File: config.mk
export PLATFORM = sky130hd
export DESIGN_NAME = rv32imf_instruction_decoder_flat
export DESIGN_NICKNAME = d
export VERILOG_FILES = /design/src/design/rvdec_pkg.sv /design/src/design/rvdec_in_if.sv /design/src/design/rvdec_out_if.sv /design/src/design/rvdec_decode.sv /design/src/design/rvdec_out_reg.sv /design/src/design/rv32imf_instruction_decoder.sv /design/src/flat_wrapper.sv
export SDC_FILE = /design/constraint.sdc
export NUM_CORES = 1
export LEC_CHECK = 0
export BUFFER_PORTS_ARGS = -buffer_cell sky130_fd_sc_hd__buf_2
export CELL_PAD_IN_SITES_DETAIL_PLACEMENT = 0
export CELL_PAD_IN_SITES_GLOBAL_PLACEMENT = 1
export CORE_ASPECT_RATIO = 0.7
export CORE_MARGIN = 8
export CORE_UTILIZATION = 35
export CTS_BUF_LIST = sky130_fd_sc_hd__clkbuf_8
export CTS_CLUSTER_DIAMETER = 60
export DETAILED_ROUTE_END_ITERATION = 10
export PLACE_DENSITY_LB_ADDON = 0.05
export SYNTH_ARGS = -nofsm -noshare
export SYNTH_HDL_FRONTEND = slang
export SYNTH_SLANG_ARGS = --single-unit
File: constraint.sdc
create_clock -name clk -period 7.5 [get_ports clk]
set_input_delay 0 -clock clk [delete_from_list [all_inputs] [get_ports clk]]
set_output_delay 0 -clock clk [all_outputs]
set_load 0.005 [all_outputs]
File: src/design/rvdec_pkg.sv
`timescale 1ns / 1ps
package rvdec_pkg;

  localparam int unsigned XLEN    = 32;
  localparam int unsigned REG_W   = 5;
  localparam int unsigned OP_W    = 5;
  // Shift amount width follows from the register width of the target.
  localparam int unsigned SHAMT_W = $clog2(XLEN);

  // Major opcodes, instruction bits 6:0.
  localparam logic [6:0] OPC_OP       = 7'h33;
  localparam logic [6:0] OPC_OP_IMM   = 7'h13;
  localparam logic [6:0] OPC_LOAD     = 7'h03;
  localparam logic [6:0] OPC_STORE    = 7'h23;
  localparam logic [6:0] OPC_BRANCH   = 7'h63;
  localparam logic [6:0] OPC_AUIPC    = 7'h17;
  localparam logic [6:0] OPC_LUI      = 7'h37;
  localparam logic [6:0] OPC_JAL      = 7'h6F;
  localparam logic [6:0] OPC_JALR     = 7'h67;
  localparam logic [6:0] OPC_OP_FP    = 7'h53;
  localparam logic [6:0] OPC_LOAD_FP  = 7'h07;
  localparam logic [6:0] OPC_STORE_FP = 7'h27;

  localparam logic [6:0] F7_BASE   = 7'h00;
  localparam logic [6:0] F7_MULDIV = 7'h01;
  localparam logic [6:0] F7_ALT    = 7'h20;

  localparam logic [6:0] F7_FADD   = 7'h00;
  localparam logic [6:0] F7_FSUB   = 7'h04;
  localparam logic [6:0] F7_FMUL   = 7'h08;
  localparam logic [6:0] F7_FDIV   = 7'h0C;
  localparam logic [6:0] F7_FMINMAX = 7'h14;
  localparam logic [6:0] F7_FSQRT  = 7'h2C;

  typedef enum logic [3:0] {
    UNIT_ALUREG = 4'd0,
    UNIT_ALUIMM = 4'd1,
    UNIT_LOAD   = 4'd2,
    UNIT_STORE  = 4'd3,
    UNIT_BRANCH = 4'd4,
    UNIT_AUIPC  = 4'd5,
    UNIT_LUI    = 4'd6,
    UNIT_JAL    = 4'd7,
    UNIT_JALR   = 4'd8,
    UNIT_FPU    = 4'd9,
    UNIT_FLOAD  = 4'd10,
    UNIT_FSTORE = 4'd11
  } unit_t;

  // Register ALU operations.
  localparam logic [OP_W-1:0] ALU_ADD    = 5'd0;
  localparam logic [OP_W-1:0] ALU_SUB    = 5'd1;
  localparam logic [OP_W-1:0] ALU_SLL    = 5'd2;
  localparam logic [OP_W-1:0] ALU_SLT    = 5'd3;
  localparam logic [OP_W-1:0] ALU_SLTU   = 5'd4;
  localparam logic [OP_W-1:0] ALU_XOR    = 5'd5;
  localparam logic [OP_W-1:0] ALU_SRL    = 5'd6;
  localparam logic [OP_W-1:0] ALU_SRA    = 5'd7;
  localparam logic [OP_W-1:0] ALU_OR     = 5'd8;
  localparam logic [OP_W-1:0] ALU_AND    = 5'd9;
  localparam logic [OP_W-1:0] ALU_MUL    = 5'd10;
  localparam logic [OP_W-1:0] ALU_MULH   = 5'd11;
  localparam logic [OP_W-1:0] ALU_MULHSU = 5'd12;
  localparam logic [OP_W-1:0] ALU_MULHU  = 5'd13;
  localparam logic [OP_W-1:0] ALU_DIV    = 5'd14;
  localparam logic [OP_W-1:0] ALU_DIVU   = 5'd15;
  localparam logic [OP_W-1:0] ALU_REM    = 5'd16;
  localparam logic [OP_W-1:0] ALU_REMU   = 5'd17;

  // Immediate ALU operations.
  localparam logic [OP_W-1:0] IMM_ADDI  = 5'd0;
  localparam logic [OP_W-1:0] IMM_SLTI  = 5'd1;
  localparam logic [OP_W-1:0] IMM_SLTIU = 5'd2;
  localparam logic [OP_W-1:0] IMM_XORI  = 5'd3;
  localparam logic [OP_W-1:0] IMM_ORI   = 5'd4;
  localparam logic [OP_W-1:0] IMM_ANDI  = 5'd5;
  localparam logic [OP_W-1:0] IMM_SLLI  = 5'd6;
  localparam logic [OP_W-1:0] IMM_SRLI  = 5'd7;
  localparam logic [OP_W-1:0] IMM_SRAI  = 5'd8;

  localparam logic [OP_W-1:0] LD_LB  = 5'd0;
  localparam logic [OP_W-1:0] LD_LH  = 5'd1;
  localparam logic [OP_W-1:0] LD_LW  = 5'd2;
  localparam logic [OP_W-1:0] LD_LBU = 5'd3;
  localparam logic [OP_W-1:0] LD_LHU = 5'd4;

  localparam logic [OP_W-1:0] ST_SB = 5'd0;
  localparam logic [OP_W-1:0] ST_SH = 5'd1;
  localparam logic [OP_W-1:0] ST_SW = 5'd2;

  localparam logic [OP_W-1:0] BR_BEQ  = 5'd0;
  localparam logic [OP_W-1:0] BR_BNE  = 5'd1;
  localparam logic [OP_W-1:0] BR_BLT  = 5'd2;
  localparam logic [OP_W-1:0] BR_BGE  = 5'd3;
  localparam logic [OP_W-1:0] BR_BLTU = 5'd4;
  localparam logic [OP_W-1:0] BR_BGEU = 5'd5;

  localparam logic [OP_W-1:0] FP_ADD  = 5'd0;
  localparam logic [OP_W-1:0] FP_SUB  = 5'd1;
  localparam logic [OP_W-1:0] FP_MUL  = 5'd2;
  localparam logic [OP_W-1:0] FP_SQRT = 5'd3;
  localparam logic [OP_W-1:0] FP_DIV  = 5'd4;
  localparam logic [OP_W-1:0] FP_MIN  = 5'd5;
  localparam logic [OP_W-1:0] FP_MAX  = 5'd6;

  // Units with a single operation.
  localparam logic [OP_W-1:0] OP_ONLY = 5'd0;

  typedef struct packed {
    logic                   illegal;
    unit_t                  unit;
    logic [OP_W-1:0]        operation;
    logic [REG_W-1:0]       dest_reg;
    logic [REG_W-1:0]       src1_reg;
    logic [REG_W-1:0]       src2_reg;
    logic signed [XLEN-1:0] immediate;
    logic                   dest_is_float;
    logic                   src1_is_float;
    logic                   src2_is_float;
  } dec_result_t;

endpackage

File: src/design/rvdec_in_if.sv
`timescale 1ns / 1ps
interface rvdec_in_if;
  import rvdec_pkg::*;

  logic            valid;
  logic            ready;
  logic [XLEN-1:0] instruction;

  modport source (output valid, output instruction, input ready);
  modport sink (input valid, input instruction, output ready);
endinterface

File: src/design/rvdec_out_if.sv
`timescale 1ns / 1ps
interface rvdec_out_if;
  import rvdec_pkg::*;

  logic                   valid;
  logic                   ready;
  logic                   illegal;
  logic [3:0]             unit;
  logic [OP_W-1:0]        operation;
  logic [REG_W-1:0]       dest_reg;
  logic [REG_W-1:0]       src1_reg;
  logic [REG_W-1:0]       src2_reg;
  logic signed [XLEN-1:0] immediate;
  logic                   dest_is_float;
  logic                   src1_is_float;
  logic                   src2_is_float;

  modport source (
    output valid, output illegal, output unit, output operation,
    output dest_reg, output src1_reg, output src2_reg, output immediate,
    output dest_is_float, output src1_is_float, output src2_is_float,
    input ready
  );
  modport sink (
    input valid, input illegal, input unit, input operation,
    input dest_reg, input src1_reg, input src2_reg, input immediate,
    input dest_is_float, input src1_is_float, input src2_is_float,
    output ready
  );
endinterface

File: src/design/rvdec_decode.sv
`timescale 1ns / 1ps
module rvdec_decode (
  input  logic [rvdec_pkg::XLEN-1:0] instruction,
  output rvdec_pkg::dec_result_t     result
);
  import rvdec_pkg::*;

  logic [6:0]       opc;
  logic [REG_W-1:0] rd;
  logic [2:0]       f3;
  logic [REG_W-1:0] rs1;
  logic [REG_W-1:0] rs2;
  logic [6:0]       f7;
  logic [XLEN-1:0]  imm_i;
  logic [XLEN-1:0]  imm_s;
  logic [XLEN-1:0]  imm_b;
  logic [XLEN-1:0]  imm_u;
  logic [XLEN-1:0]  imm_j;
  logic [XLEN-1:0]  imm_shamt;

  logic             ok;
  unit_t            unit;
  logic [OP_W-1:0]  op;
  logic [REG_W-1:0] d;
  logic [REG_W-1:0] s1;
  logic [REG_W-1:0] s2;
  logic [XLEN-1:0]  imm;
  logic             df;
  logic             s1f;
  logic             s2f;

  assign opc = instruction[6:0];
  assign rd  = instruction[11:7];
  assign f3  = instruction[14:12];
  assign rs1 = instruction[19:15];
  assign rs2 = instruction[24:20];
  assign f7  = instruction[31:25];

  assign imm_i = {{20{instruction[31]}}, instruction[31:20]};
  assign imm_s = {{20{instruction[31]}}, instruction[31:25], instruction[11:7]};
  assign imm_b = {{19{instruction[31]}}, instruction[31], instruction[7],
                  instruction[30:25], instruction[11:8], 1'b0};
  assign imm_u = {instruction[31:12], 12'h000};
  assign imm_j = {{11{instruction[31]}}, instruction[31], instruction[19:12],
                  instruction[20], instruction[30:21], 1'b0};
  assign imm_shamt = {{(XLEN-SHAMT_W){1'b0}}, instruction[20 +: SHAMT_W]};

  always_comb begin
    ok   = 1'b0;
    unit = UNIT_ALUREG;
    op   = OP_ONLY;
    d    = '0;
    s1   = '0;
    s2   = '0;
    imm  = '0;
    df   = 1'b0;
    s1f  = 1'b0;
    s2f  = 1'b0;
    unique case (opc)
      OPC_OP: begin
        unit = UNIT_ALUREG;
        d = rd; s1 = rs1; s2 = rs2;
        if (f7 == F7_BASE) begin
          ok = 1'b1;
          unique case (f3)
            3'd0: op = ALU_ADD;
            3'd1: op = ALU_SLL;
            3'd2: op = ALU_SLT;
            3'd3: op = ALU_SLTU;
            3'd4: op = ALU_XOR;
            3'd5: op = ALU_SRL;
            3'd6: op = ALU_OR;
            default: op = ALU_AND;
          endcase
        end else if (f7 == F7_MULDIV) begin
          ok = 1'b1;
          unique case (f3)
            3'd0: op = ALU_MUL;
            3'd1: op = ALU_MULH;
            3'd2: op = ALU_MULHSU;
            3'd3: op = ALU_MULHU;
            3'd4: op = ALU_DIV;
            3'd5: op = ALU_DIVU;
            3'd6: op = ALU_REM;
            default: op = ALU_REMU;
          endcase
        end else if (f7 == F7_ALT) begin
          if (f3 == 3'd0) begin
            ok = 1'b1; op = ALU_SUB;
          end else if (f3 == 3'd5) begin
            ok = 1'b1; op = ALU_SRA;
          end
        end
      end
      OPC_OP_IMM: begin
        unit = UNIT_ALUIMM;
        d = rd; s1 = rs1; imm = imm_i;
        unique case (f3)
          3'd0: begin ok = 1'b1; op = IMM_ADDI; end
          3'd2: begin ok = 1'b1; op = IMM_SLTI; end
          3'd3: begin ok = 1'b1; op = IMM_SLTIU; end
          3'd4: begin ok = 1'b1; op = IMM_XORI; end
          3'd6: begin ok = 1'b1; op = IMM_ORI; end
          3'd7: begin ok = 1'b1; op = IMM_ANDI; end
          3'd1: begin
            imm = imm_shamt;
            if (f7 == F7_BASE) begin
              ok = 1'b1; op = IMM_SLLI;
            end
          end
          default: begin
            imm = imm_shamt;
            if (f7 == F7_BASE) begin
              ok = 1'b1; op = IMM_SRLI;
            end else if (f7 == F7_ALT) begin
              ok = 1'b1; op = IMM_SRAI;
            end
          end
        endcase
      end
      OPC_LOAD: begin
        unit = UNIT_LOAD;
        d = rd; s1 = rs1; imm = imm_i;
        unique case (f3)
          3'd0: begin ok = 1'b1; op = LD_LB; end
          3'd1: begin ok = 1'b1; op = LD_LH; end
          3'd2: begin ok = 1'b1; op = LD_LW; end
          3'd4: begin ok = 1'b1; op = LD_LBU; end
          3'd5: begin ok = 1'b1; op = LD_LHU; end
          default: ok = 1'b0;
        endcase
      end
      OPC_STORE: begin
        unit = UNIT_STORE;
        s1 = rs1; s2 = rs2; imm = imm_s;
        unique case (f3)
          3'd0: begin ok = 1'b1; op = ST_SB; end
          3'd1: begin ok = 1'b1; op = ST_SH; end
          3'd2: begin ok = 1'b1; op = ST_SW; end
          default: ok = 1'b0;
        endcase
      end
      OPC_BRANCH: begin
        unit = UNIT_BRANCH;
        s1 = rs1; s2 = rs2; imm = imm_b;
        unique case (f3)
          3'd0: begin ok = 1'b1; op = BR_BEQ; end
          3'd1: begin ok = 1'b1; op = BR_BNE; end
          3'd4: begin ok = 1'b1; op = BR_BLT; end
          3'd5: begin ok = 1'b1; op = BR_BGE; end
          3'd6: begin ok = 1'b1; op = BR_BLTU; end
          3'd7: begin ok = 1'b1; op = BR_BGEU; end
          default: ok = 1'b0;
        endcase
      end
      OPC_AUIPC: begin
        unit = UNIT_AUIPC; ok = 1'b1; d = rd; imm = imm_u;
      end
      OPC_LUI: begin
        unit = UNIT_LUI; ok = 1'b1; d = rd; imm = imm_u;
      end
      OPC_JAL: begin
        unit = UNIT_JAL; ok = 1'b1; d = rd; imm = imm_j;
      end
      OPC_JALR: begin
        unit = UNIT_JALR;
        d = rd; s1 = rs1; imm = imm_i;
        ok = (f3 == 3'd0);
      end
      OPC_OP_FP: begin
        unit = UNIT_FPU;
        d = rd; s1 = rs1; s2 = rs2;
        df = 1'b1; s1f = 1'b1; s2f = 1'b1;
        // The rounding-mode field is neither checked nor reported.
        unique case (f7)
          F7_FADD: begin ok = 1'b1; op = FP_ADD; end
          F7_FSUB: begin ok = 1'b1; op = FP_SUB; end
          F7_FMUL: begin ok = 1'b1; op = FP_MUL; end
          F7_FDIV: begin ok = 1'b1; op = FP_DIV; end
          F7_FSQRT: begin
            ok = (rs2 == '0); op = FP_SQRT;
          end
          F7_FMINMAX: begin
            if (f3 == 3'd0) begin
              ok = 1'b1; op = FP_MIN;
            end else if (f3 == 3'd1) begin
              ok = 1'b1; op = FP_MAX;
            end
          end
          default: ok = 1'b0;
        endcase
      end
      OPC_LOAD_FP: begin
        unit = UNIT_FLOAD;
        d = rd; s1 = rs1; imm = imm_i; df = 1'b1;
        ok = (f3 == 3'd2);
      end
      OPC_STORE_FP: begin
        unit = UNIT_FSTORE;
        s1 = rs1; s2 = rs2; imm = imm_s; s2f = 1'b1;
        ok = (f3 == 3'd2);
      end
      default: ok = 1'b0;
    endcase
  end

  // An illegal word reports nothing but the flag.
  always_comb begin
    result = '0;
    if (!ok) begin
      result.illegal = 1'b1;
    end else begin
      result.unit          = unit;
      result.operation     = op;
      result.dest_reg      = d;
      result.src1_reg      = s1;
      result.src2_reg      = s2;
      result.immediate     = imm;
      result.dest_is_float = df;
      result.src1_is_float = s1f;
      result.src2_is_float = s2f;
    end
  end

endmodule

File: src/design/rvdec_out_reg.sv
`timescale 1ns / 1ps
module rvdec_out_reg (
  input  logic                   clk,
  input  logic                   rst,
  input  logic                   in_valid,
  output logic                   in_ready,
  input  rvdec_pkg::dec_result_t in_result,
  rvdec_out_if.source            decoded
);
  import rvdec_pkg::*;

  logic        valid;
  dec_result_t result;

  // The register takes a new word whenever it is empty or being drained.
  assign in_ready = !valid || decoded.ready;

  always_ff @(posedge clk) begin
    if (rst) begin
      valid <= 1'b0;
    end else if (in_ready) begin
      valid <= in_valid;
    end
  end

  always_ff @(posedge clk) begin
    if (in_ready && in_valid) begin
      result <= in_result;
    end
  end

  assign decoded.valid         = valid;
  assign decoded.illegal       = result.illegal;
  assign decoded.unit          = result.unit;
  assign decoded.operation     = result.operation;
  assign decoded.dest_reg      = result.dest_reg;
  assign decoded.src1_reg      = result.src1_reg;
  assign decoded.src2_reg      = result.src2_reg;
  assign decoded.immediate     = result.immediate;
  assign decoded.dest_is_float = result.dest_is_float;
  assign decoded.src1_is_float = result.src1_is_float;
  assign decoded.src2_is_float = result.src2_is_float;

endmodule

File: src/design/rv32imf_instruction_decoder.sv
`timescale 1ns / 1ps
// RV32IMF instruction decoder.
// The fetch channel carries one raw 32-bit instruction word per handshake.
// The decoded channel returns one word per instruction, in order: unit class,
// operation, register numbers, float-register flags, immediate (sign-extended,
// shift amounts zero-extended) and an illegal flag. An illegal instruction
// returns only the flag set, with every other field zero.
// The instruction is captured in an input register, decoded by a short
// combinational network and captured again in the result register, which
// drives the decoded channel. Throughput is one instruction per cycle while
// decoded ready stays high; each register stage loads whenever it is empty or
// the stage after it is moving.
// When the receiver holds ready low, the result register keeps its word and
// the input register can still take one more instruction; fetch ready drops
// only when both stages are full.
// Synchronous reset empties both stages; no words are presented after reset
// until new instructions arrive.
module rv32imf_instruction_decoder (
  input  logic        clk,
  input  logic        rst,
  rvdec_in_if.sink    fetch,
  rvdec_out_if.source decoded
);
  import rvdec_pkg::*;

  logic            in_valid;
  logic [XLEN-1:0] in_instr;
  logic            out_ready;
  dec_result_t     dec_result;

  assign fetch.ready = !in_valid || out_ready;

  always_ff @(posedge clk) begin
    if (rst) begin
      in_valid <= 1'b0;
    end else if (fetch.ready) begin
      in_valid <= fetch.valid;
    end
  end

  always_ff @(posedge clk) begin
    if (fetch.ready && fetch.valid) begin
      in_instr <= fetch.instruction;
    end
  end

  rvdec_decode u_decode (
    .instruction (in_instr),
    .result      (dec_result)
  );

  rvdec_out_reg u_out_reg (
    .clk       (clk),
    .rst       (rst),
    .in_valid  (in_valid),
    .in_ready  (out_ready),
    .in_result (dec_result),
    .decoded   (decoded)
  );

endmodule
File: src/flat_wrapper.sv
// flat-port wrapper written by rule: the top's interface ports become plain ports
module rv32imf_instruction_decoder_flat import rvdec_pkg::*;
  (clk, rst, fetch_valid, fetch_instruction, fetch_ready, decoded_valid, decoded_illegal, decoded_unit, decoded_operation, decoded_dest_reg, decoded_src1_reg, decoded_src2_reg, decoded_immediate, decoded_dest_is_float, decoded_src1_is_float, decoded_src2_is_float, decoded_ready);
  rvdec_in_if fetch_i ();
  rvdec_out_if decoded_i ();
  input  logic clk;
  input  logic rst;
  input wire logic [$bits(fetch_i.valid)-1:0] fetch_valid;
  input wire logic [$bits(fetch_i.instruction)-1:0] fetch_instruction;
  output wire logic [$bits(fetch_i.ready)-1:0] fetch_ready;
  output wire logic [$bits(decoded_i.valid)-1:0] decoded_valid;
  output wire logic [$bits(decoded_i.illegal)-1:0] decoded_illegal;
  output wire logic [$bits(decoded_i.unit)-1:0] decoded_unit;
  output wire logic [$bits(decoded_i.operation)-1:0] decoded_operation;
  output wire logic [$bits(decoded_i.dest_reg)-1:0] decoded_dest_reg;
  output wire logic [$bits(decoded_i.src1_reg)-1:0] decoded_src1_reg;
  output wire logic [$bits(decoded_i.src2_reg)-1:0] decoded_src2_reg;
  output wire logic [$bits(decoded_i.immediate)-1:0] decoded_immediate;
  output wire logic [$bits(decoded_i.dest_is_float)-1:0] decoded_dest_is_float;
  output wire logic [$bits(decoded_i.src1_is_float)-1:0] decoded_src1_is_float;
  output wire logic [$bits(decoded_i.src2_is_float)-1:0] decoded_src2_is_float;
  input wire logic [$bits(decoded_i.ready)-1:0] decoded_ready;
  assign fetch_i.valid = fetch_valid;
  assign fetch_i.instruction = fetch_instruction;
  assign fetch_ready = fetch_i.ready;
  assign decoded_valid = decoded_i.valid;
  assign decoded_illegal = decoded_i.illegal;
  assign decoded_unit = decoded_i.unit;
  assign decoded_operation = decoded_i.operation;
  assign decoded_dest_reg = decoded_i.dest_reg;
  assign decoded_src1_reg = decoded_i.src1_reg;
  assign decoded_src2_reg = decoded_i.src2_reg;
  assign decoded_immediate = decoded_i.immediate;
  assign decoded_dest_is_float = decoded_i.dest_is_float;
  assign decoded_src1_is_float = decoded_i.src1_is_float;
  assign decoded_src2_is_float = decoded_i.src2_is_float;
  assign decoded_i.ready = decoded_ready;
  rv32imf_instruction_decoder u_core (.clk(clk), .rst(rst), .fetch(fetch_i), .decoded(decoded_i));
endmodule
Yosys cells after proc, flatten, opt, wreduce, memory -nomap -nowiden
Cells that the tools add are included.

cells by class
  equality and inequality tests = 26
  mux-type cells = 41
  reductions and logical operators = 27

operators by type and width
  operator                                       count
  one-hot mux 32 bit (6 select lines)            1
  one-hot mux 4 bit (7 select lines)             2
  one-hot mux 4 bit (11 select lines)            1
  == test 7 x 6 -> 1 bit, second input constant  6
  one-hot mux 5 bit (7 select lines)             1
  two-way mux 32 bit                             1
  one-hot mux 3 bit (5 select lines)             2
  one-hot mux 5 bit (6 select lines)             1
  == test 7 bit, second input constant           4
  == test 7 x 5 -> 1 bit, second input constant  3
  two-way mux 3 bit                              6
  OR reduction 9 bit                             2
  two-way mux 1 bit                              17
  == test 7 x 3 -> 1 bit, second input constant  2
  == test 7 x 4 -> 1 bit, second input constant  2
  == test 3 bit, second input constant           4
  one-hot mux 3 bit (4 select lines)             1
  OR reduction 6 bit                             2
  two-way mux 5 bit                              2
  OR reduction 2 bit                             5
  OR reduction 5 bit                             2
  one-hot mux 1 bit (9 select lines)             1
  OR reduction 3 bit                             3
  two-way mux 4 bit                              2
  other kinds (15)                               21

storage, ports and cells
  word-level logic and storage cells = 107
  output and inout bits = 62
  register bits after elaboration = 94
  bits of input ports = 36

Depth between registers and ports, before layout
  depth after elaboration = 8
  depth in mapped cells = 11
  mapped depth without buffers = 7

Hierarchy
A second synthesis with hierarchy kept.

unflattened totals
  cells, all modules = 411
  area total of the unflattened synthesis = 4694.5 um^2

modules (own cells, without submodules)
  module                       times used  cells an instance  area each (um^2)  seq. area each (um^2)
  rvdec_out_reg                1           65                 1856.8            1821.7
  rvdec_decode                 1           309                1821.7            0.0
  rv32imf_instruction_decoder  1           37                 1016.0            980.9

Worst setup path after synthesis
Ideal clock, no wire load.

  path kind = register to register
  from = reg u_core.u_out_reg.valid, in the netlist u_core.u_out_reg.decoded.valid
  to = reg u_core.u_out_reg.result (netlist bit u_core.u_out_reg.decoded.dest_is_float), enable pin
  library setup time = 485 ps
  period minus slack after synthesis = 3632 ps
  path buffers = 0
  arrival time = 3147 ps
  path slack = 3868 ps
  cell stages (with the launch flop) = 3
  cell sequence = dfxtp_1 > nor2b_1 > nor2b_1

on the way
  cells in the longest elaborated chain, start to end = 3

RTL lines
  what                    line                 RTL
  start, declared         rvdec_out_reg.sv:12  logic valid;
  start signal, assigned  rvdec_out_reg.sv:22  valid <= in_valid;
  logical NOT 1 bit       rvdec_out_reg.sv:16  assign in_ready = !valid || decoded.ready;
  logical OR 1 bit        rvdec_out_reg.sv:16
  logical AND 1 bit       rvdec_out_reg.sv:27  if (in_ready && in_valid) begin
  end signal, assigned    rvdec_out_reg.sv:28  result <= in_result;
  end, declared           rvdec_out_reg.sv:13  dec_result_t result;

No other way between the ends.
A chain may end at the register's enable or synchronous reset.

Worst setup path after layout
  from = reg u_core.in_instr[13]
  to = reg u_core.u_out_reg.result (netlist bit u_core.u_out_reg.decoded.operation[1]), data pin

on the way
  cells in the longest elaborated chain, start to end = 7

RTL lines
  what                                                                                             line                               RTL
  start, declared                                                                                  rv32imf_instruction_decoder.sv:27  logic [XLEN-1:0] in_instr;
  start signal, assigned                                                                           rv32imf_instruction_decoder.sv:43  in_instr <= fetch.instruction;
  == test 3 bit                                                                                    n/a
  two-way mux 1 bit / two-way mux 3 bit (equally long branches)                                    rvdec_decode.sv:90                 end else if (f3 == 3'd5) begin
  two-way mux 1 bit / two-way mux 3 bit (equally long branches)                                    rvdec_decode.sv:88                 if (f3 == 3'd0) begin
  two-way mux 1 bit / two-way mux 3 bit (equally long branches)                                    rvdec_decode.sv:87                 end else if (f7 == F7_ALT) begin
  two-way mux 1 bit / two-way mux 5 bit (equally long branches)                                    rvdec_decode.sv:75                 end else if (f7 == F7_MULDIV) begin
  two-way mux 1 bit / two-way mux 5 bit (equally long branches)                                    rvdec_decode.sv:63                 if (f7 == F7_BASE) begin
  one-hot mux 1 bit (9 select lines) / one-hot mux 5 bit (6 select lines) (equally long branches)  rvdec_decode.sv:59                 unique case (opc)

Several ways; a longest one is shown, not always the timed one.

==> flow_summary_export.csv <==
group,metric,value,unit
status,outcome,"complete, no violations",
clock_network,clockBufferDepth,2,
clock_network,clkLatencyLatePin,370,ps
detailed_routing,ant_nets,0,
detailed_routing,drc,0,
clock_network,cts_sinks,94,
synthesis,ys_seq_area_share,58.99,%
final_layout,multi_input_area,1723,sq um
clock_network,cts_tree,"done",
worst_setup_path,r2r_slack,4250,ps
worst_setup_path,r2r_cells,8,
timing,rsz0062_at_grt,"no",
synthesis,ys.flop_type,"edfxtp_1",
detailed_routing,wirelength,13800,um
floorplanning,dieArea,17620,sq um
floorplanning,die_x,155.3,um
clock_network,numCtsBuffers,9,
global_routing,grt_use_total,15.76,%
worst_setup_path,cp.required,7590,ps
floorplanning,initial_core_util,35.92,%
detailed_routing,initialDrtViolationCount,309,
worst_setup_path,slowest_stage,"edfxtp_1",
timing,setup_viol,0,
min_path,whs_endpoint,"u_core.in_instr[5]$_DFFE_PP_",
timing,maxSlewHeadroom,43.44,%
floorplanning,die_y,113.5,um
final_layout,diodes,0,
final_layout,seq_area,2803,sq um
worst_setup_path,critPathMaxStageDelay,790,ps
placement,io_buffers,97,
detailed_routing,routedWlPerCell,19.15,um
worst_setup_path,path_buf_inv,2,
worst_setup_path,cp_data_arrival_time,3340,ps
timing,fmax,307.4,MHz
placement,place_congestion,0.8718,
detailed_routing,dr.pass1.iters,5,
synthesis,async_flop_share,0,%
global_routing,grt_overflow,0,
power,finalPower,1117,uW
timing,worstMarginPinSlew,848.4,ps
worst_setup_path,r2r-end,"u_core.u_out_reg.decoded.operation[1]$_SDFFCE_PN0P_",
timing,hold_viol,0,
global_routing,antenna_found_initial,0,
synthesis,synth-seq-cells,94,
worst_setup_path,crit_fanout,42,
synthesis,syn_area,4751,sq um
timing,drv_slew,0,
final_layout,layout.nets,572,
power,p_leak,0.001917,uW
min_path,holdPathStages,2,
placement,hpwl,9392,um
power,ir_worst_vdd,0.00009647,V
worst_setup_path,cp_cell_sequence,"inv_1 -> ha_1 -> nand4bb_1 -> a211o_1 -> a21oi_1 -> nor3_4 -> buf_4 -> a22oi_1",
clock_network,htree_levels,3,
timing,period_minus_slack,3253,ps
timing,setup_ws,4247,ps
worst_setup_path,start_kind,"register",
clock_network,root_buffer,"clkbuf_8",
global_routing,grt_pass1_vias,3816,
detailed_routing,vias,3755,
power,powerDensity,190.6,nW/um^2
final_layout,drive_above_1_share,24.07,%
synthesis,yosys.cell_types.count,62,
synthesis,ys_warn_count,0,
synthesis,syn_area_per_cell,11.31,sq um
final_layout,syn_to_final_growth,23.39,%
worst_setup_path,cp-end-kind,"register",
floorplanning,io_pins,98,
detailed_routing,via_per_inst,5.208,
synthesis,syn_nets,460,
synthesis,synth_edf_count,92,
timing,setup_tns,0,ps
global_routing,grt_pass1_wl,21660,um
placement,post-place-ws,4313,ps
worst_setup_path,cp_top_family,"flip-flops",
timing,period_share,43.37,%
final_layout,mostFrequentLayoutCell,"buf_2",
final_layout,fill_cells,1265,
worst_setup_path,reg2reg_from,"u_core.in_instr[13]$_DFFE_PP_",
min_path,worst_hold_path_type,"in -> reg",
min_path,min_from,"fetch_instruction[5]",
floorplanning,core,13230,sq um
clock_network,cts_setup_buffers,0,
worst_setup_path,path_class,"reg -> reg",
run,cap_violations,0,
final_layout,final_cell_mix,"buf_2 (97), edfxtp_1 (92), a21oi_1 (55), nand2_1 (39), dlygate4sd3_1 (35)",
synthesis,syn_inst,420,
clock_network,clkSlewWorstSetupHoldPaths,110,ps
floorplanning,rows,35,
timing,fin_skew,20.13,ps
global_routing,grt_start_max_net_pins,61,
stage by stage:
| step | cells | hold WS (ps) | instance area, sq um | util [%] |
|---|---|---|---|---|
| 2_1_floorplan | 420 | 72.38 | 4751 | - |
| 4_1_cts | 721 | 299.5 | 5862 | 44.32 |
| 3_3_place_gp | 671 | 174.8 | 5295 | 40.04 |
| 5_1_grt | 721 | 308.5 | 5862 | 44.32 |
| 6_report | 721 | 327.0 | 5862 | 44.32 |
| 3_5_place_dp | 671 | 178.1 | 5295 | 40.04 |
synthesized netlist by cell type (3+ instances only):
cell,n,area [sq um]
nand2_1,39,146.4
nand2b_1,9,56.30
and2_1,6,37.54
nand3b_1,4,30.03
nand3_1,24,120.1
nor2_1,29,108.9
nand4_1,4,25.02
o21ai_0,11,55.05
nor3_1,9,45.04
nor4_1,5,31.28
xnor2_1,3,26.28
inv_1,8,30.03
ha_1,4,50.05
a21oi_1,55,275.3
edfxtp_1,92,2763
clkbuf_1,4,15.01
a31oi_1,4,25.02
a22oi_1,8,60.06
a211oi_1,9,67.56
buf_4,5,37.54
nor2b_1,10,62.56
buf_6,5,56.30
buf_2,19,95.09
mux2i_1,3,30.03
where the power goes:
part | total [uW] | internal, uW | switching (uW)
clock | 374 | 188 | 186
combinational | 107 | 50.2 | 57.2
sequential | 635 | 604 | 31.0
repair_timing:
| item | CTS | global route |
|---|---|---|
| hold buffers | 35 | 0 |
| gates resized for setup | 0 | 0 |
| endpoints found under the hold margin | 34 | 0 |
routing by layer:
layer / vias up / GRT usage (%) / routed length (um)
met3: 14 / 4.231 / 1024
li1: 1790 / - / -
met1: 1804 / 21.79 / 6629
met4: 0 / 4.381 / 133
met2: 147 / 23.84 / 6017
met5: - / 0 / 0
layout make-up:
type	instances	share of cell area, %
clock buffer	9	2.113
clock inverter	6	1.580
inverter	8	0.5123
multi-input combinational	284	29.39
sequential	94	47.81
tap	185	3.949
timing repair buffer	135	14.64
cells by family (layout without fill, tap and decap cells):
group | Yosys count | after routing | synth area share [%]
buffers and inverters | 42 | 158 | 5.030
AND/OR/NAND/NOR | 161 | 161 | 18.57
flip-flops | 94 | 94 | 58.99
adder cells (fa/ha/maj) | 5 | 5 | 1.264
XOR/XNOR | 5 | 5 | 0.9219
multiplexers | 3 | 3 | 0.6321
AO/OA/AOI/OAI | 110 | 110 | 14.59
worst max-delay path by stage:
stage | from | endpoint | slack (ps) | cells after the start
after global placement | u_core.in_instr[13]$_DFFE_PP_ | u_core.u_out_reg.decoded.operation[1]$_SDFFCE_PN0P_ | 4450 | 8
after floorplan | u_core.u_out_reg.decoded.valid$_SDFFE_PP0P_ | u_core.u_out_reg.decoded.dest_is_float$_SDFFCE_PN0P_ | 3870 | 2
after global routing | u_core.in_instr[13]$_DFFE_PP_ | u_core.u_out_reg.decoded.operation[1]$_SDFFCE_PN0P_ | 3990 | 8
final | u_core.in_instr[13]$_DFFE_PP_ | u_core.u_out_reg.decoded.operation[1]$_SDFFCE_PN0P_ | 4250 | 8
after detailed placement | u_core.in_instr[13]$_DFFE_PP_ | u_core.u_out_reg.decoded.operation[1]$_SDFFCE_PN0P_ | 4310 | 8
after CTS | u_core.in_instr[13]$_DFFE_PP_ | u_core.u_out_reg.decoded.operation[1]$_SDFFCE_PN0P_ | 4280 | 8
No activity file was read; power rests on OpenSTA's default activity.
